==> src/sv/czpd_pkg.sv <==
// Package for the camera zone preset director.
// Holds the sizes, configuration register indexes and the command and status
// structs shared by the controller, the datapath and the top level.
package czpd_pkg;

    localparam int ZONE_COUNT  = 16;
    localparam int PIXEL_BITS  = 12;
    localparam int COUNT_BITS  = 16;
    localparam int ZONE_BITS   = $clog2(ZONE_COUNT);
    localparam int PRESET_BITS = 5;
    localparam int CAM_BITS    = 8;
    localparam int OUT_PRESET_BITS = 4;
    localparam int CFG_IDX_BITS  = 3;
    localparam int CFG_DATA_BITS = 16;

    localparam logic [CFG_IDX_BITS-1:0] CFG_HOLD_MIN   = 3'd0;
    localparam logic [CFG_IDX_BITS-1:0] CFG_NO_PERSON  = 3'd1;
    localparam logic [CFG_IDX_BITS-1:0] CFG_WIDE       = 3'd2;
    localparam logic [CFG_IDX_BITS-1:0] CFG_CAMERA     = 3'd3;
    localparam logic [CFG_IDX_BITS-1:0] CFG_OVERLAP    = 3'd4;

    localparam logic ACT_FRAME = 1'b0;
    localparam logic ACT_ZONE  = 1'b1;

    localparam logic STATUS_OK      = 1'b0;
    localparam logic STATUS_NOT_HANDLED = 1'b1;

    // Commands from the controller to the datapath.
    typedef struct packed {
        logic accept;
        logic scan1;
        logic scan2;
        logic load_out;
    } t_cmd;

    // Status from the datapath to the controller.
    typedef struct packed {
        logic need_scan;
        logic hit;
        logic near;
        logic last;
        logic out_free;
    } t_status;

endpackage

==> src/sv/czpd_if.sv <==
// Handshake interfaces for the camera zone preset director channels.
// Depends on czpd_pkg for the field widths.
interface czpd_in_if;
    import czpd_pkg::*;
    logic                  valid;
    logic                  ready;
    logic                  action;
    logic [1:0]            person_count;
    logic [PIXEL_BITS-1:0] person_x;
    logic [3:0]            zone_index;
    logic [PIXEL_BITS-1:0] zone_left;
    logic [PIXEL_BITS-1:0] zone_right;
    logic                  zone_enable;

    modport source (output valid, action, person_count, person_x, zone_index,
                    zone_left, zone_right, zone_enable, input ready);
    modport sink (input valid, action, person_count, person_x, zone_index,
                  zone_left, zone_right, zone_enable, output ready);
endinterface

interface czpd_out_if;
    import czpd_pkg::*;
    logic                       valid;
    logic                       ready;
    logic                       recall_valid;
    logic [CAM_BITS-1:0]        recall_camera;
    logic [OUT_PRESET_BITS-1:0] recall_preset;
    logic                       status;

    modport source (output valid, recall_valid, recall_camera, recall_preset, status,
                    input ready);
    modport sink (input valid, recall_valid, recall_camera, recall_preset, status,
                  output ready);
endinterface

interface czpd_cfg_if;
    import czpd_pkg::*;
    logic                     valid;
    logic                     ready;
    logic [CFG_IDX_BITS-1:0]  index;
    logic [CFG_DATA_BITS-1:0] data;

    modport source (output valid, index, data, input ready);
    modport sink (input valid, index, data, output ready);
endinterface

==> src/sv/czpd_ctrl.sv <==
// Sequencing controller of the camera zone preset director.
// Depends on czpd_pkg for the command and status structs.
module czpd_ctrl (
    input  logic              i_clk,
    input  logic              i_rst_n,
    input  logic              i_in_valid,
    output logic              o_in_ready,
    input  czpd_pkg::t_status i_status,
    output czpd_pkg::t_cmd    o_cmd
);
    import czpd_pkg::*;

    localparam logic [1:0] S_IDLE  = 2'd0;
    localparam logic [1:0] S_SCAN1 = 2'd1;
    localparam logic [1:0] S_SCAN2 = 2'd2;
    localparam logic [1:0] S_DONE  = 2'd3;

    logic [1:0] r_state;
    logic [1:0] n_state;

    assign o_in_ready = (r_state == S_IDLE);

    always_comb begin
        n_state = r_state;
        o_cmd   = '0;
        unique case (r_state)
            S_IDLE: begin
                if (i_in_valid) begin
                    o_cmd.accept = 1'b1;
                    n_state = i_status.need_scan ? S_SCAN1 : S_DONE;
                end
            end
            S_SCAN1: begin
                o_cmd.scan1 = 1'b1;
                if (i_status.hit && i_status.near) begin
                    n_state = S_SCAN2;
                end else if (i_status.hit || i_status.last) begin
                    n_state = S_DONE;
                end
            end
            S_SCAN2: begin
                o_cmd.scan2 = 1'b1;
                if (i_status.last) begin
                    n_state = S_DONE;
                end
            end
            S_DONE: begin
                if (i_status.out_free) begin
                    o_cmd.load_out = 1'b1;
                    n_state = S_IDLE;
                end
            end
            default: n_state = S_IDLE;
        endcase
    end

    always_ff @(posedge i_clk) begin
        if (!i_rst_n) begin
            r_state <= S_IDLE;
        end else begin
            r_state <= n_state;
        end
    end

endmodule

==> src/sv/czpd_dp.sv <==
// Datapath of the camera zone preset director: configuration registers,
// zone table, frame counters, scan index and output register.
// Depends on czpd_pkg; driven by czpd_ctrl through t_cmd.
module czpd_dp (
    input  logic                               i_clk,
    input  logic                               i_rst_n,
    input  czpd_pkg::t_cmd                     i_cmd,
    output czpd_pkg::t_status                  o_status,
    input  logic                               i_cfg_we,
    input  logic [czpd_pkg::CFG_IDX_BITS-1:0]  i_cfg_index,
    input  logic [czpd_pkg::CFG_DATA_BITS-1:0] i_cfg_data,
    input  logic                               i_action,
    input  logic [1:0]                         i_person_count,
    input  logic [czpd_pkg::PIXEL_BITS-1:0]    i_person_x,
    input  logic [3:0]                         i_zone_index,
    input  logic [czpd_pkg::PIXEL_BITS-1:0]    i_zone_left,
    input  logic [czpd_pkg::PIXEL_BITS-1:0]    i_zone_right,
    input  logic                               i_zone_enable,
    input  logic                               i_out_ready,
    output logic                               o_out_valid,
    output logic                               o_recall_valid,
    output logic [czpd_pkg::CAM_BITS-1:0]      o_recall_camera,
    output logic [czpd_pkg::OUT_PRESET_BITS-1:0] o_recall_preset,
    output logic                               o_status_bit
);
    import czpd_pkg::*;

    localparam logic [COUNT_BITS-1:0]  CNT_MAX     = '1;
    localparam logic [PRESET_BITS-1:0] PRESET_NONE = '1;
    localparam logic [ZONE_BITS-1:0]   IDX_LAST    = ZONE_BITS'(ZONE_COUNT - 1);

    // Configuration registers.
    logic [COUNT_BITS-1:0]  r_hold_min;
    logic [COUNT_BITS-1:0]  r_no_person;
    logic [PRESET_BITS-1:0] r_wide;
    logic [CAM_BITS-1:0]    r_camera;
    logic [PIXEL_BITS-1:0]  r_overlap;

    // Tracking state.
    logic [PRESET_BITS-1:0] r_cur,   n_cur;
    logic [COUNT_BITS-1:0]  r_hold,  n_hold;
    logic [COUNT_BITS-1:0]  r_empty, n_empty;

    // Zone table.
    logic [PIXEL_BITS-1:0] r_left_mem  [ZONE_COUNT];
    logic [PIXEL_BITS-1:0] r_right_mem [ZONE_COUNT];
    logic [ZONE_COUNT-1:0] r_present;

    // Scan state.
    logic [PIXEL_BITS-1:0] r_x;
    logic [ZONE_BITS-1:0]  r_idx;
    logic [ZONE_BITS-1:0]  r_loc, n_loc;
    logic [PIXEL_BITS-1:0] r_edge;

    // Pending result and output register.
    logic                       r_res_rv,  n_res_rv;
    logic [OUT_PRESET_BITS-1:0] r_res_preset, n_res_preset;
    logic                       r_res_status, n_res_status;
    logic                       r_o_valid;
    logic                       r_o_rv;
    logic [CAM_BITS-1:0]        r_o_cam;
    logic [OUT_PRESET_BITS-1:0] r_o_preset;
    logic                       r_o_status;

    logic                  wide_on;
    logic [PIXEL_BITS-1:0] ent_l;
    logic [PIXEL_BITS-1:0] ent_r;
    logic                  ent_p;
    logic                  hit;
    logic                  near_l;
    logic                  near_r;
    logic                  cond2;
    logic                  do_resolve;
    logic [ZONE_BITS-1:0]  res_loc;
    logic                  need_scan;
    logic                  frame_accept;

    assign wide_on      = !r_wide[PRESET_BITS-1];
    assign frame_accept = i_cmd.accept && (i_action == ACT_FRAME);

    assign ent_l = r_left_mem[r_idx];
    assign ent_r = r_right_mem[r_idx];
    assign ent_p = r_present[r_idx];

    assign hit    = ent_p && (r_x >= ent_l) && (r_x < ent_r);
    assign near_l = {1'b0, r_x} < ({1'b0, ent_l} + {1'b0, r_overlap});
    // x >= r - ov, kept unsigned by moving the overlap to the left side.
    assign near_r = ({1'b0, r_x} + {1'b0, r_overlap}) >= {1'b0, ent_r};
    assign cond2  = ent_p && (r_edge > ent_l) && (r_edge < ent_r);

    assign n_loc      = cond2 ? r_idx : r_loc;
    assign res_loc    = i_cmd.scan1 ? r_idx : n_loc;
    assign do_resolve = (i_cmd.scan1 && hit && !near_l && !near_r)
                     || (i_cmd.scan2 && (r_idx == IDX_LAST));

    always_comb begin
        logic                   handled;
        logic [PRESET_BITS-1:0] cur_a;
        handled      = 1'b0;
        cur_a        = r_cur;
        need_scan    = 1'b0;
        n_cur        = r_cur;
        n_hold       = r_hold;
        n_empty      = r_empty;
        n_res_rv     = r_res_rv;
        n_res_preset = r_res_preset;
        n_res_status = r_res_status;
        if (i_cmd.accept) begin
            n_res_rv     = 1'b0;
            n_res_preset = '0;
            n_res_status = STATUS_OK;
        end
        if (frame_accept) begin
            if (wide_on && (r_cur == r_wide)) begin
                if ((r_hold < r_hold_min) && (r_hold != CNT_MAX)) begin
                    n_hold  = r_hold + 1'b1;
                    handled = 1'b1;
                end else begin
                    n_hold = '0;
                    cur_a  = PRESET_NONE;
                    n_cur  = PRESET_NONE;
                end
            end
            if (!handled) begin
                if ((i_person_count == 2'd0) && (r_empty < r_no_person)
                        && (r_empty != CNT_MAX)) begin
                    n_empty      = r_empty + 1'b1;
                    n_res_status = STATUS_NOT_HANDLED;
                end else begin
                    n_empty = '0;
                    if (i_person_count != 2'd1) begin
                        // Nobody for too long, or several people: wide shot.
                        if (wide_on) begin
                            n_cur        = r_wide;
                            n_hold       = COUNT_BITS'(1);
                            n_res_rv     = 1'b1;
                            n_res_preset = r_wide[OUT_PRESET_BITS-1:0];
                        end
                    end else begin
                        need_scan = 1'b1;
                        n_cur     = cur_a;
                    end
                end
            end
        end
        if (do_resolve) begin
            if (r_cur != PRESET_BITS'({1'b0, res_loc})) begin
                n_cur        = PRESET_BITS'({1'b0, res_loc});
                n_res_rv     = 1'b1;
                n_res_preset = OUT_PRESET_BITS'(res_loc);
            end
        end else if (i_cmd.scan1 && !hit && (r_idx == IDX_LAST)) begin
            n_res_status = STATUS_NOT_HANDLED;
        end
    end

    assign o_status.need_scan = need_scan;
    assign o_status.hit       = hit;
    assign o_status.near      = near_l || near_r;
    assign o_status.last      = (r_idx == IDX_LAST);
    assign o_status.out_free  = !r_o_valid || i_out_ready;

    always_ff @(posedge i_clk) begin
        if (!i_rst_n) begin
            r_hold_min  <= '0;
            r_no_person <= '0;
            r_wide      <= PRESET_NONE;
            r_camera    <= '0;
            r_overlap   <= '0;
            r_cur       <= PRESET_NONE;
            r_hold      <= '0;
            r_empty     <= '0;
            r_present   <= '0;
            r_o_valid   <= 1'b0;
        end else begin
            if (i_cfg_we) begin
                unique case (i_cfg_index)
                    CFG_HOLD_MIN:  r_hold_min  <= i_cfg_data[COUNT_BITS-1:0];
                    CFG_NO_PERSON: r_no_person <= i_cfg_data[COUNT_BITS-1:0];
                    CFG_WIDE:      r_wide      <= i_cfg_data[PRESET_BITS-1:0];
                    CFG_CAMERA:    r_camera    <= i_cfg_data[CAM_BITS-1:0];
                    CFG_OVERLAP:   r_overlap   <= i_cfg_data[PIXEL_BITS-1:0];
                    default: ;
                endcase
            end
            r_cur   <= n_cur;
            r_hold  <= n_hold;
            r_empty <= n_empty;
            if (i_cmd.accept && (i_action == ACT_ZONE)
                    && (int'(i_zone_index) < ZONE_COUNT)) begin
                r_present[ZONE_BITS'(i_zone_index)] <= i_zone_enable;
            end
            if (i_cmd.load_out) begin
                r_o_valid <= 1'b1;
            end else if (i_out_ready) begin
                r_o_valid <= 1'b0;
            end
        end
    end

    always_ff @(posedge i_clk) begin
        if (i_cmd.accept && (i_action == ACT_ZONE)
                && (int'(i_zone_index) < ZONE_COUNT)) begin
            r_left_mem[ZONE_BITS'(i_zone_index)]  <= i_zone_left;
            r_right_mem[ZONE_BITS'(i_zone_index)] <= i_zone_right;
        end
        if (i_cmd.accept) begin
            r_x   <= i_person_x;
            r_idx <= '0;
        end else if (i_cmd.scan1 && hit) begin
            // A hit near an edge restarts the index for the neighbor search.
            r_idx  <= '0;
            r_loc  <= r_idx;
            r_edge <= near_l ? ent_l : ent_r;
        end else if (i_cmd.scan1 || i_cmd.scan2) begin
            r_idx <= r_idx + 1'b1;
        end
        if (i_cmd.scan2) begin
            r_loc <= n_loc;
        end
        r_res_rv     <= n_res_rv;
        r_res_preset <= n_res_preset;
        r_res_status <= n_res_status;
        if (i_cmd.load_out) begin
            r_o_rv     <= r_res_rv;
            r_o_cam    <= r_res_rv ? r_camera : '0;
            r_o_preset <= r_res_preset;
            r_o_status <= r_res_status;
        end
    end

    assign o_out_valid     = r_o_valid;
    assign o_recall_valid  = r_o_rv;
    assign o_recall_camera = r_o_cam;
    assign o_recall_preset = r_o_preset;
    assign o_status_bit    = r_o_status;

endmodule

==> src/sv/camera_zone_preset_director.sv <==
// Camera zone preset director: takes one transaction per video frame (or per
// zone table write) and returns exactly one result transaction. Zone writes,
// and frames decided by the hold, empty-frame or several-people rules, pass
// from acceptance to the done state and, once the output register is free,
// into it. A single tracked person starts a scan of the 16-entry zone table,
// one entry per cycle through its single read port; a hit near a zone edge
// adds a second full pass for the neighbor search. A new input is taken as
// soon as the previous result sits in the output register.
// Configuration writes are always ready; index 0 hold_min_frames, 1
// no_person_limit, 2 wide_preset, 3 camera_number, 4 overlap_pixels.
// Depends on czpd_pkg, czpd_if, czpd_ctrl and czpd_dp.
module camera_zone_preset_director (
    input  logic        i_clk,
    input  logic        i_rst_n,
    czpd_in_if.sink     i_in,
    czpd_out_if.source  o_res,
    czpd_cfg_if.sink    i_cfg
);
    import czpd_pkg::*;

    t_cmd    cmd;
    t_status status;
    logic    in_ready;

    assign i_in.ready  = in_ready;
    assign i_cfg.ready = 1'b1;

    czpd_ctrl u_ctrl (
        .i_clk      (i_clk),
        .i_rst_n    (i_rst_n),
        .i_in_valid (i_in.valid),
        .o_in_ready (in_ready),
        .i_status   (status),
        .o_cmd      (cmd)
    );

    czpd_dp u_dp (
        .i_clk           (i_clk),
        .i_rst_n         (i_rst_n),
        .i_cmd           (cmd),
        .o_status        (status),
        .i_cfg_we        (i_cfg.valid),
        .i_cfg_index     (i_cfg.index),
        .i_cfg_data      (i_cfg.data),
        .i_action        (i_in.action),
        .i_person_count  (i_in.person_count),
        .i_person_x      (i_in.person_x),
        .i_zone_index    (i_in.zone_index),
        .i_zone_left     (i_in.zone_left),
        .i_zone_right    (i_in.zone_right),
        .i_zone_enable   (i_in.zone_enable),
        .i_out_ready     (o_res.ready),
        .o_out_valid     (o_res.valid),
        .o_recall_valid  (o_res.recall_valid),
        .o_recall_camera (o_res.recall_camera),
        .o_recall_preset (o_res.recall_preset),
        .o_status_bit    (o_res.status)
    );

endmodule
==> src/flat_wrapper.sv <==
// flat-port wrapper written by rule: the top's interface ports become plain ports
module camera_zone_preset_director_flat import czpd_pkg::*;
  (i_clk, i_rst_n, i_in_valid, i_in_action, i_in_person_count, i_in_person_x, i_in_zone_index, i_in_zone_left, i_in_zone_right, i_in_zone_enable, i_in_ready, o_res_valid, o_res_recall_valid, o_res_recall_camera, o_res_recall_preset, o_res_status, o_res_ready, i_cfg_valid, i_cfg_index, i_cfg_data, i_cfg_ready);
  czpd_in_if i_in_i ();
  czpd_out_if o_res_i ();
  czpd_cfg_if i_cfg_i ();
  input  logic i_clk;
  input  logic i_rst_n;
  input wire logic [$bits(i_in_i.valid)-1:0] i_in_valid;
  input wire logic [$bits(i_in_i.action)-1:0] i_in_action;
  input wire logic [$bits(i_in_i.person_count)-1:0] i_in_person_count;
  input wire logic [$bits(i_in_i.person_x)-1:0] i_in_person_x;
  input wire logic [$bits(i_in_i.zone_index)-1:0] i_in_zone_index;
  input wire logic [$bits(i_in_i.zone_left)-1:0] i_in_zone_left;
  input wire logic [$bits(i_in_i.zone_right)-1:0] i_in_zone_right;
  input wire logic [$bits(i_in_i.zone_enable)-1:0] i_in_zone_enable;
  output wire logic [$bits(i_in_i.ready)-1:0] i_in_ready;
  output wire logic [$bits(o_res_i.valid)-1:0] o_res_valid;
  output wire logic [$bits(o_res_i.recall_valid)-1:0] o_res_recall_valid;
  output wire logic [$bits(o_res_i.recall_camera)-1:0] o_res_recall_camera;
  output wire logic [$bits(o_res_i.recall_preset)-1:0] o_res_recall_preset;
  output wire logic [$bits(o_res_i.status)-1:0] o_res_status;
  input wire logic [$bits(o_res_i.ready)-1:0] o_res_ready;
  input wire logic [$bits(i_cfg_i.valid)-1:0] i_cfg_valid;
  input wire logic [$bits(i_cfg_i.index)-1:0] i_cfg_index;
  input wire logic [$bits(i_cfg_i.data)-1:0] i_cfg_data;
  output wire logic [$bits(i_cfg_i.ready)-1:0] i_cfg_ready;
  assign i_in_i.valid = i_in_valid;
  assign i_in_i.action = i_in_action;
  assign i_in_i.person_count = i_in_person_count;
  assign i_in_i.person_x = i_in_person_x;
  assign i_in_i.zone_index = i_in_zone_index;
  assign i_in_i.zone_left = i_in_zone_left;
  assign i_in_i.zone_right = i_in_zone_right;
  assign i_in_i.zone_enable = i_in_zone_enable;
  assign i_in_ready = i_in_i.ready;
  assign o_res_valid = o_res_i.valid;
  assign o_res_recall_valid = o_res_i.recall_valid;
  assign o_res_recall_camera = o_res_i.recall_camera;
  assign o_res_recall_preset = o_res_i.recall_preset;
  assign o_res_status = o_res_i.status;
  assign o_res_i.ready = o_res_ready;
  assign i_cfg_i.valid = i_cfg_valid;
  assign i_cfg_i.index = i_cfg_index;
  assign i_cfg_i.data = i_cfg_data;
  assign i_cfg_ready = i_cfg_i.ready;
  camera_zone_preset_director u_core (.i_clk(i_clk), .i_rst_n(i_rst_n), .i_in(i_in_i), .o_res(o_res_i), .i_cfg(i_cfg_i));
endmodule
==> config.mk <==
export PLATFORM = sky130hd
export DESIGN_NAME = camera_zone_preset_director_flat
export DESIGN_NICKNAME = d
export VERILOG_FILES = /design/src/sv/czpd_pkg.sv /design/src/sv/czpd_if.sv /design/src/sv/czpd_ctrl.sv /design/src/sv/czpd_dp.sv /design/src/sv/camera_zone_preset_director.sv /design/src/flat_wrapper.sv
export SDC_FILE = /design/constraint.sdc
export NUM_CORES = 1
export LEC_CHECK = 0
export ABC_CLOCK_PERIOD_IN_PS = 17100
export BUFFER_PORTS_ARGS = -buffer_cell sky130_fd_sc_hd__buf_2
export CORE_MARGIN = 4
export CORE_UTILIZATION = 30
export DETAILED_ROUTE_END_ITERATION = 10
export MAX_ROUTING_LAYER = met4
export PLACE_DENSITY_LB_ADDON = 0.12
export SLEW_MARGIN = 20
export SYNTH_ARGS = -nofsm -noshare
export SYNTH_HDL_FRONTEND = slang
export SYNTH_SLANG_ARGS = --single-unit
==> constraint.sdc <==
create_clock -name i_clk -period 17.1 [get_ports i_clk]
set_input_delay 5.13 -clock i_clk [delete_from_list [all_inputs] [get_ports i_clk]]
set_output_delay 5.13 -clock i_clk [all_outputs]
set_load 0.02 [all_outputs]
# ---- Yosys cells after proc, flatten, opt, wreduce, memory -nomap -nowiden
# Memories as Yosys holds them, arrays and structs flattened. A register that Yosys moved wholly into a read port is not among the register bits.
# Index checks and enable logic that the tools add are counted.
dict set report word_totals {
  memories 2
  ff_bits 165
  ramBits 384
  wordCells 181
  input_bits 68
}
# memory words width rd rd_clocked_by_memory_dff write_ports line_no
set mem_list {}
lappend mem_list {u_core.u_dp.r_left_mem 16 12 1 1 1 czpd_dp.sv:45} ;# logic [PIXEL_BITS-1:0] r_left_mem [ZONE_COUNT];
lappend mem_list {u_core.u_dp.r_right_mem 16 12 1 1 1 czpd_dp.sv:46} ;# logic [PIXEL_BITS-1:0] r_right_mem [ZONE_COUNT];
dict set report op_classes {
  mux 77
  bitwise_logic 3
  n_reduce_logical 43
  n_lt_le_gt_ge 11
  eq_ne 18
  add_sub_neg 5
}
# operator n
set ops {}
lappend ops {{16-bit 2-to-1 mux} 7}
lappend ops {{4-bit 2-to-1 mux} 17}
lappend ops {{5-bit 2-to-1 mux} 9}
lappend ops {{1-bit 2-to-1 mux} 33}
lappend ops {{16-bit by 1-bit adder with 16-bit output, second input constant} 2}
lappend ops {{16-bit < comparator} 2}
lappend ops {{16-bit inequality test, second input constant} 2}
lappend ops {{12-bit by 12-bit adder with 13-bit output} 2}
lappend ops {{12-bit < comparator} 2}
lappend ops {{1-bit logical AND} 18}
lappend ops {{16-bit bitwise mux} 1}
lappend ops {{2-bit AND reduction} 8}
lappend ops {{13-bit by 12-bit >= comparator with 1-bit output} 1}
lappend ops {{12-bit by 13-bit < comparator with 1-bit output} 1}
lappend ops {{12-bit >= comparator} 1}
lappend ops {{12-bit > comparator} 1}
lappend ops {{12-bit 2-to-1 mux} 1}
lappend ops {{2-bit 2-to-1 mux} 6}
lappend ops {{4-bit by 5-bit < comparator with 1-bit output, second input constant} 2}
lappend ops {{2-bit one-hot mux with 4 select lines} 1}
lappend ops {{3-bit by 2-bit equality test with 1-bit output, second input constant} 2}
lappend ops {{2-bit inequality test, second input constant} 3}
lappend ops {{5-bit equality test} 1}
lappend ops {{1-bit zero test} 5}
lappend ops {{19 further kinds} 29}

# ---- Longest topological paths before layout
# Gate-level depths: netlist (run 1).
dict set report depth {
  word_depth 11
  ltp_mapped 23
  mapped_depth_nobuf 19
}

# ---- By module
# From an unflattened synthesis (run 1), not the netlist that was laid out.
dict set report hier_totals {
  hier_cells 1778
  hier_area_um2 25050.3
}
# module area_per_inst_um2 seq_area_each_um2 instances cells_per_inst
set modules_own_cells {}
lappend modules_own_cells {czpd_dp 24791.3 15294.7 1 1749}
lappend modules_own_cells {czpd_ctrl 247.7 40.0 1 27}
lappend modules_own_cells {camera_zone_preset_director 11.3 0.0 1 2}

# ---- Worst setup path after synthesis (run 1)
# No wires, ideal clock.
dict set report synth_path {
  kind {input to register}
  from {input i_in_valid}
  to {register u_core.u_dp.r_present[0]}
  setup_ps 128
  stages 8
  t_required_ps 16972
  t_arrival_ps 8377
  path_slack_ps 8595
  n_path_buf 1
  path_cell_list {nand2_1 -> inv_1 -> nand2_1 -> or3_1 -> clkbuf_1 -> nor3_1 -> mux2i_1 -> nor2_1}
}
# item line_no
set synth_rtl {}
lappend synth_rtl {{start: declaration} flat_wrapper.sv:9} ;# input wire logic [$bits(i_in_i.valid)-1:0] i_in_valid;
lappend synth_rtl {{end signal: indexed assignment} czpd_dp.sv:191} ;# r_present[ZONE_BITS'(i_zone_index)] <= i_zone_enable;
lappend synth_rtl {{end: declaration} czpd_dp.sv:47} ;# logic [ZONE_COUNT-1:0] r_present;

==> impl_metrics.ini, run 1 <==
[outcome]
status = completed

[logic_synthesis]
synth_top_area_cell = edfxtp_1
synth.yosys.seq_area_share = 0.6192
synthAdderAreaFrac = 0.06780
synth_top_family_by_area = multiplexers
async_flop_share = 0
netlist_top_cells_count = edfxtp_1, nand2_1, ha_1
synthMuxAreaShare = 0.1258
synth_area_mm2 = 0.02477
yosys.area_share.simple = 0.07634
synth_xor_area_frac = 0.01238
synth_nets = 1930
netlist-cell-type-count = 68
synth-edff-count = 426
synth_most_common_cell = edfxtp_1
ys.flop_type = edfxtp_1
ys_ff_latch = 553
synth.avg_cell_area_um2 = 14.32
synth_compound_area_frac = 0.07538
yosys_warnings = 0
syn_inst = 1729
synth_top_area_share = 0.5165
synthTopCellsByArea = edfxtp_1, mux4_2, dfxtp_1

[drt]
first_iter_violations = 1036
drtPass1Iterations = 8
wl_per_cell_um = 21.94
drc = 0
postRouteAntennaNets = 0
vias = 14520
viasPerCell = 4.912
routed_wl_mm = 64.89

[final_layout]
area_growth_pct = 16.15
fin_area_mm2 = 0.02876
fin_nets = 2035
final_layout_size_suffix_gt1_frac = 0.1963

[timing]
max_freq_mhz = 135.9
whs_ns = 0.4477
setup_slack_ns = 9.739
fin_crit_ns = 7.361
max-slew-margin-rel = 0.3197
finalHoldViolCount = 0
finalClockSkew_ns = 0.01717
finalSetupViolCount = 0
drv_slew = 0
fin_tns_setup_ns = 0
rsz0062_at_grt = no
min_period_over_period = 0.4305
worst_pin_slew_ns = 1.020

[global_routing]
grt.busiest_layer = met2
use_met2 = 0.2363
use_met3 = 0.02554
grt_antenna_before_repair = 6
grt_start_max_net_pins = 96
met1_usage = 0.2137
grt_use_total = 0.1538
grt_pass1_wl_mm = 96.47
grt_pass1_vias = 14890
globalRouteOverflowTotal = 0

[worst_setup_path]
rr_worst_depth = 20
critPathRequiredTime_ns = 17.31
start_kind = primary input
cp_max_fo = 25
endpoint_kind = flop
r2r_slack_ns = 9.91
worstReg2RegEnd = u_core.u_dp.r_cur[0]
worstSetupPathType = primary input to flop
arrival_ns = 7.57

[power]
ir_drop_uv = 126.3
totalPowerFinal_mw = 3.881
powerDensity_mw_per_mm2 = 134.9
leakage_nw = 9.822

[floorplanning]
num_rows = 105
die_h_um = 295.3
design.core.area_mm2 = 0.08198
die_x_um = 295.3
start_util = 0.3021
die_area_mm2 = 0.08721
ios = 85

[place]
hpwl_mm = 44.07
post_dp_cell_area_mm2 = 0.02653
io_buffers = 83
dp_slack_ns = 9.025
gp_congestion = 0.7846

[clock_network]
hold_buffers = 0
worst_skew_pair.late_latency_ns = 0.60
path_clk_slew_ns = 0.06
cts.sinks = 553
cts-resized-gates = 0
root_buffer = clkbuf_16
ctsLongestPathBuffers = 3
cts_max_level = 3
cts_tree = done
cts_setup_buffers = 0
cts_buffers = 67

[worst_hold_path]
min_from = u_core.u_dp.r_res_preset[2]
min_to = u_core.u_dp.o_recall_preset[2]
min_path_type = flop to flop
min_path_cells = 0

[flow_run]
max-cap-violations = 0
-- area by class of cell --
cell class	count	area [um2]
clock inverters	38	425.4
clock buffers	82	1805
inverters	76	285.3
repair buffers	101	563.0
well taps	1070	1339
flip-flops and latches	553	15340
diodes	2	5.005
fillers	7953	53210
multi-input cells	1035	8996
-- cells in the final DEF (no fill, tap or decap), types with 12 or more instances in the layout --
cell,synthesis,layout
nand3_1,17,17
a21oi_1,122,122
buf_2,4,83
edfxtp_1,426,426
nand4_1,21,21
nor2_4,0,12
a21o_1,15,15
clkbuf_16,0,69
o21ai_0,62,61
mux4_2,124,124
o21a_1,12,12
and3_1,14,14
nor3_1,20,16
xnor2_1,16,16
ha_1,131,131
nor2b_1,13,13
dfxtp_1,127,123
nand2b_1,14,14
mux2i_1,22,22
nor2_1,80,67
nand2_1,192,192
inv_1,75,75
xor2_1,19,19
buf_4,2,17
-- through the flow --
step | utilization | cells
after floorplan | - | 1729
after global placement | 0.3236 | 2835
after detailed placement | 0.3236 | 2835
after CTS | 0.3508 | 2955
after global routing | 0.3508 | 2955
final | 0.3509 | 2957
-- worst max path at each step --
stage,slack (ns),start,to,cells after the start
detailed placement,9.03,i_in_valid,u_core.u_dp.r_left_mem[8][8],7
floorplan,8.59,i_in_valid,u_core.u_dp.r_present[0],8
finish,9.74,i_in_valid,u_core.u_dp.r_left_mem[4][6],7
global route,9.47,flop,u_core.u_dp.r_cur[0],22
global placement,9.10,i_in_valid,u_core.u_dp.r_left_mem[4][11],7
CTS,9.68,i_in_valid,u_core.u_dp.r_right_mem[8][8],7
-- registers in the layout, summed over array words and instances, names as in the netlist, 16 cells and up, named ones only --
name and count:
u_core.u_dp.r_right_mem 192, u_core.u_dp.r_present 16, u_core.u_dp.r_left_mem 192, u_core.u_dp.r_empty 16
u_core.u_dp.r_hold 16, u_core.u_dp.r_hold_min 16, u_core.u_dp.r_no_person 16
-- per-layer routing --
layer,share of wire,routed length [um],up-vias
li1,-,-,6873
met1,0.48,31050,7309
met2,0.46,29830,259
met3,0.040,2592,83
met4,0.022,1408,0
met5,0,0,-
-- where the power goes --
group | switching [mW] | internal (mW)
registers | 0.0448 | 1.50
clock network | 0.579 | 0.853
logic | 0.524 | 0.384
total | 1.15 | 2.73
-- cell families after synthesis --
kind of cell	count (synthesis)
adders and majority gates	133
muxes	155
buffers and inverters	141
and+or+nand+nor	413
AOI/OAI and AO/OA	298
other	1
DFF	553
xor gates and xnor gates	35
-- worst max-delay path: stages --
cell and delay [ns]:
buf_2 0.13, nand2_1 0.27, inv_1 0.18, buf_4 0.30, nand2_1 0.20, or3_1 0.55, nor2_4 0.78
(Power assumes the default switching activity.)
==> run 2: changes to the inputs <==
--- a/config.mk
+++ b/config.mk
@@ -5,7 +5,7 @@
 export SDC_FILE = /design/constraint.sdc
 export NUM_CORES = 1
 export LEC_CHECK = 0
-export ABC_CLOCK_PERIOD_IN_PS = 17100
+export ABC_CLOCK_PERIOD_IN_PS = 6100
 export BUFFER_PORTS_ARGS = -buffer_cell sky130_fd_sc_hd__buf_2
 export CORE_MARGIN = 4
 export CORE_UTILIZATION = 30
==> constraint.sdc (replaced) <==
create_clock -name i_clk -period 6.1 [get_ports i_clk]
set_input_delay 1.83 -clock i_clk [delete_from_list [all_inputs] [get_ports i_clk]]
set_output_delay 1.83 -clock i_clk [all_outputs]
set_load 0.02 [all_outputs]
==> impl_metrics.ini, run 2 (synthesis results as in run 1) <==
[power]
ir_drop_uv = 184.7
combPwrFrac = 0.229
p_int_mw = 7.667
p_sw_mw = 3.105
p_seq_frac = 0.405
powerDensity_mw_per_mm2 = 372.4
leakage_nw = 9.935
power_frac_clock = 0.366
swShare = 0.2882

[floorplanning]
start_util = 0.3021
design.core.area_mm2 = 0.08198
die_x_um = 295.3
num_rows = 105
ios = 85
die_h_um = 295.3
die_area_mm2 = 0.08721

[global_routing]
grt_start_max_net_pins = 64
grt_use_total = 0.1596
grt_antenna_before_repair = 6
grt_pass1_vias = 15300
globalRouteOverflowTotal = 0
grt_pass1_wl_mm = 100.2

[timing]
max_freq_mhz = 180.7
max-slew-margin-rel = 0.3394
whs_ns = 0.4229
finalClockSkew_ns = 0.02504
drv_slew = 0
fin_crit_ns = 5.534
min_period_over_period = 0.9072
fin_tns_setup_ns = 0
rsz0062_at_grt = no
worst_pin_slew_ns = 0.9886
finalSetupViolCount = 0
setup_slack_ns = 0.5659
finalHoldViolCount = 0

[flow_run]
max-cap-violations = 0

[drt]
wl_per_cell_um = 22.62
viasPerCell = 4.995
routed_wl_mm = 67.40
drc = 0
first_iter_violations = 1105
drtPass1Iterations = 5
vias = 14890
postRouteAntennaNets = 0

[final_layout]
final_layout_size_suffix_gt1_frac = 0.2061
fin_area_mm2 = 0.02892
top_regs = u_core.u_dp.r_left_mem: 192 flops, u_core.u_dp.r_right_mem: 192 flops
layout_common_cells = edfxtp_1, nand2_1, ha_1
fin_nets = 2059
layout_commonest_cell = edfxtp_1
area_growth_pct = 16.78

[worst_setup_path]
arrival_ns = 6.02
worstPathCellList = buf_16 > mux4_2 > mux4_2 > ha_1 > a21oi_1 > o21bai_1 > a21oi_1 > nor2b_1 > o21a_1 > o31a_1 > o41ai_1 > xor2_1 > ha_1 > a211oi_1 > o21a_1 > a311oi_4 > nand4_1 > a32oi_2 > mux2_2
cp_top_family = compound AO/OA/AOI/OAI gates
rr_worst_depth = 19
r2r_slack_ns = 0.57
worstReg2RegEnd = u_core.u_dp.r_cur[0]
endpoint_kind = flop
cp_slowest_stage_delay_ns = 0.55
start_kind = flop
worstSetupPathType = flop to flop
path_buf_inv = 1
cp_max_fo = 13
critPathRequiredTime_ns = 6.58
path_depth = 19
cp_slowest_cell = dfxtp_4

[clock_network]
cts_buffers = 66
worst_skew_pair.late_latency_ns = 0.60
path_clk_slew_ns = 0.06
root_buffer = clkbuf_16
cts.sinks = 553
cts_tree = done
hold_buffers = 0
cts_max_level = 3
ctsLongestPathBuffers = 3

[worst_hold_path]
min_path_cells = 0
min_path_type = flop to flop
min_to = u_core.u_dp.o_recall_preset[1]
min_from = u_core.u_dp.r_res_preset[1]

[place]
gp_congestion = 0.8317
hpwl_mm = 44.35
io_buffers = 83
dp_slack_ns = 0.2122
post_dp_cell_area_mm2 = 0.02671

[outcome]
status = completed
==> run 2: worst reg2reg max path: stages, from the launching register on <==
cell,delay [ns]
dfxtp_4,0.55
buf_16,0.21
mux4_2,0.53
mux4_2,0.53
ha_1,0.35
a21oi_1,0.23
o21bai_1,0.10
a21oi_1,0.22
nor2b_1,0.07
o21a_1,0.18
o31a_1,0.26
o41ai_1,0.33
xor2_1,0.19
ha_1,0.19
a211oi_1,0.05
o21a_1,0.13
a311oi_4,0.34
nand4_1,0.20
a32oi_2,0.37
mux2_2,0.38
==> run 2: power groups by stage <==
stage | sequential [mW] | clock [mW] | combinational [mW]
finish | 4.36 | 3.94 | 2.47
global route | 4.38 | 4.22 | 2.74
CTS | 4.38 | 4.07 | 2.47
detailed placement | 4.46 | 0 | 2.46
global placement | 4.46 | 0 | 2.44
floorplan | 4.33 | 0 | 1.77
==> run 2: cell type report <==
type                       instances  area [um2]
fill                            7959       53060
sequential                       553       15340
multi-input combinational       1035        8994
clock buffer                      85        1807
tap                             1070        1339
timing repair buffer             126       774.5
clock inverter                    32       370.4
inverter                          76       285.3
antenna                            3       7.507
==> run 2: how the worst max path moves through the flow <==
stage / to / slack, ns
after detailed placement: u_core.u_dp.r_res_preset[0] / 0.21
after global placement: u_core.u_dp.r_res_preset[2] / 0.27
after global routing: u_core.u_dp.r_cur[1] / 0.1
after floorplan: u_core.u_dp.r_cur[0] / 0.0005
after CTS: u_core.u_dp.r_res_preset[3] / 0.16
final: u_core.u_dp.r_cur[0] / 0.57
==> run 2: metrics by stage <==
step / cells / utilization / total power [mW]
6_report: 2980 / 0.3528 / 10.77
5_1_grt: 2980 / 0.3528 / 11.34
4_1_cts: 2976 / 0.3523 / 10.92
3_5_place_dp: 2859 / 0.3258 / 6.918
3_3_place_gp: 2859 / 0.3258 / 6.904
2_1_floorplan: 1729 / - / 6.097
==> run 2: routing by layer <==
metal  track usage  part of all wire  up-vias
li1              -                 -     6923
met1        0.2109              0.46     7569
met5             -                 0        -
met4       0.04563             0.027        0
met2        0.2550              0.47      289
met3       0.02674             0.039      105
==> run 2: what timing repair did <==
item / 4_1_cts / 5_1_grt
setup endpoints to repair: 0 / 10
buffers inserted: 0 / 1
gates resized for setup: 0 / 1
==> run 3: changes to the inputs <==
--- a/config.mk
+++ b/config.mk
@@ -8,7 +8,7 @@
 export ABC_CLOCK_PERIOD_IN_PS = 6100
 export BUFFER_PORTS_ARGS = -buffer_cell sky130_fd_sc_hd__buf_2
 export CORE_MARGIN = 4
-export CORE_UTILIZATION = 30
+export CORE_UTILIZATION = 55
 export DETAILED_ROUTE_END_ITERATION = 10
 export MAX_ROUTING_LAYER = met4
 export PLACE_DENSITY_LB_ADDON = 0.12
==> impl_metrics.ini, run 3 (synthesis results as in run 1) <==
[floorplanning]
ios = 85
design.core.area_mm2 = 0.04432
die_h_um = 220.2
die_area_mm2 = 0.04849
num_rows = 77
die_x_um = 220.2
start_util = 0.5588

[place]
gp_congestion = 0.9142
post_dp_cell_area_mm2 = 0.02605
io_buffers = 83
hpwl_mm = 39.55

[drt]
drc = 0
wl_per_cell_um = 23.64
top_layer = met4
postRouteAntennaNets = 0
drtPass1Iterations = 5
wl_met1_mm = 26.13
first_iter_violations = 1435
vias = 14910
routed_wl_mm = 58.52
wl_met3_mm = 3.501
met2_length_mm = 27.75
viasPerCell = 6.022

[clock_network]
ctsLongestPathBuffers = 3
hold_buffers = 0
path_clk_slew_ns = 0.06
cts_setup_buffers = 0
cts-resized-gates = 0
cts_tree = done
root_buffer = clkbuf_16
cts.sinks = 553
cts_max_level = 2
cts_buffers = 56
worst_skew_pair.late_latency_ns = 0.63

[timing]
rsz0062_at_grt = no
worst_pin_slew_ns = 1.041
min_period_over_period = 0.9201
fin_crit_ns = 5.613
fin_tns_setup_ns = 0
finalHoldViolCount = 0
finalSetupViolCount = 0
drv_slew = 0
finalClockSkew_ns = 0.04423
whs_ns = 0.4486
max_freq_mhz = 178.2
max-slew-margin-rel = 0.3009

[worst_setup_path]
critPathRequiredTime_ns = 6.61
endpoint_kind = flop
cp_slowest_stage_delay_ns = 0.62
worstSetupPathType = flop to flop
arrival_ns = 6.13
cp_slowest_cell = dfxtp_4
r2r_slack_ns = 0.49
start_kind = flop
cp_top_family = compound AO/OA/AOI/OAI gates
cp_max_fo = 38
path_buf_inv = 2
worstPathCellList = buf_4 > mux4_2 > mux4_2 > inv_1 > ha_1 > a21o_1 > a221o_1 > a2111oi_4 > o221ai_2 > o21a_1 > or4_4 > o221ai_2 > a32o_1 > mux2i_1

[final_layout]
layout_commonest_cell = edfxtp_1
regArea_mm2 = 0.01534
fillers = 3259
finalCoreUtilization = 0.6320
layout_common_cells = edfxtp_1, nand2_1, ha_1
final_layout_size_suffix_gt1_frac = 0.1987
area_growth_pct = 13.09
top_regs = u_core.u_dp.r_left_mem: 192 flops, u_core.u_dp.r_right_mem: 192 flops
fin_nets = 2041
multi_input_area_mm2 = 0.008994
fin_area_mm2 = 0.02801

[global_routing]
grt_pass1_vias = 14920
grt_pass1_wl_mm = 90.03
grt_start_max_net_pins = 69
grt_antenna_before_repair = 3
globalRouteOverflowTotal = 0
grt_use_total = 0.2551

[power]
power_frac_clock = 0.347
p_seq_frac = 0.425
ir_drop_uv = 259.8
combPwrFrac = 0.228
powerDensity_mw_per_mm2 = 366.1
leakage_nw = 9.768
p_sw_mw = 2.856
swShare = 0.2786
p_int_mw = 7.397

[flow_run]
max-cap-violations = 0

[worst_hold_path]
min_path_type = flop to flop

[outcome]
status = completed
## run 3: power groups by stage
| stage | Combinational [mW] | Sequential, mW | Clock [mW] |
|---|---|---|---|
| after global routing | 2.61 | 4.37 | 3.80 |
| after CTS | 2.36 | 4.36 | 3.62 |
| after floorplan | 1.77 | 4.33 | 0 |
| final | 2.34 | 4.36 | 3.56 |
| after global placement | 2.31 | 4.44 | 0 |
| after detailed placement | 2.35 | 4.44 | 0 |
## run 3: worst reg2reg max path, stage by stage, from the launching register on
cell and delay, ns:
dfxtp_4 0.62, buf_4 0.60, mux4_2 0.42, mux4_2 0.56
inv_1 0.19, ha_1 0.28, a21o_1 0.19, a221o_1 0.38
a2111oi_4 0.36, o221ai_2 0.17, o21a_1 0.31, or4_4 0.57
o221ai_2 0.22, a32o_1 0.38, mux2i_1 0.23
## run 3: worst paths after layout
check,endpoint,depth (start not counted),from
max,u_core.u_dp.r_res_preset[3],14,flop
min,u_core.u_dp.r_camera[2],2,u_core.u_dp.r_camera[2]
max reg2reg,u_core.u_dp.r_res_preset[3],14,flop
min reg2reg,u_core.u_dp.r_camera[2],2,u_core.u_dp.r_camera[2]
## run 3: through the flow
step                setup WS (ns)  power (mW)  std cells
floorplan               0.0005072       6.097       1729
global placement           0.5240       6.746       2374
detailed placement         0.5073       6.788       2374
CTS                        0.4626       10.34       2474
global route              0.02520       10.79       2476
finish                     0.4874       10.25       2476
## run 3: final cells by class
type / instances / share of cell area
antenna: 2 / 0.0001787
clock buffer: 71 / 0.05607
clock inverter: 29 / 0.01349
inverter: 76 / 0.01019
multi-input combinational: 1035 / 0.3211
sequential: 553 / 0.5478
tap: 592 / 0.02645
timing repair buffer: 118 / 0.02466
## run 3: routing by layer
| metal | track usage | vias up |
|---|---|---|
| met4 | 0.05966 | 0 |
| met1 | 0.3580 | 7499 |
| li1 | - | 6881 |
| met5 | - | - |
| met3 | 0.04285 | 77 |
| met2 | 0.3985 | 454 |
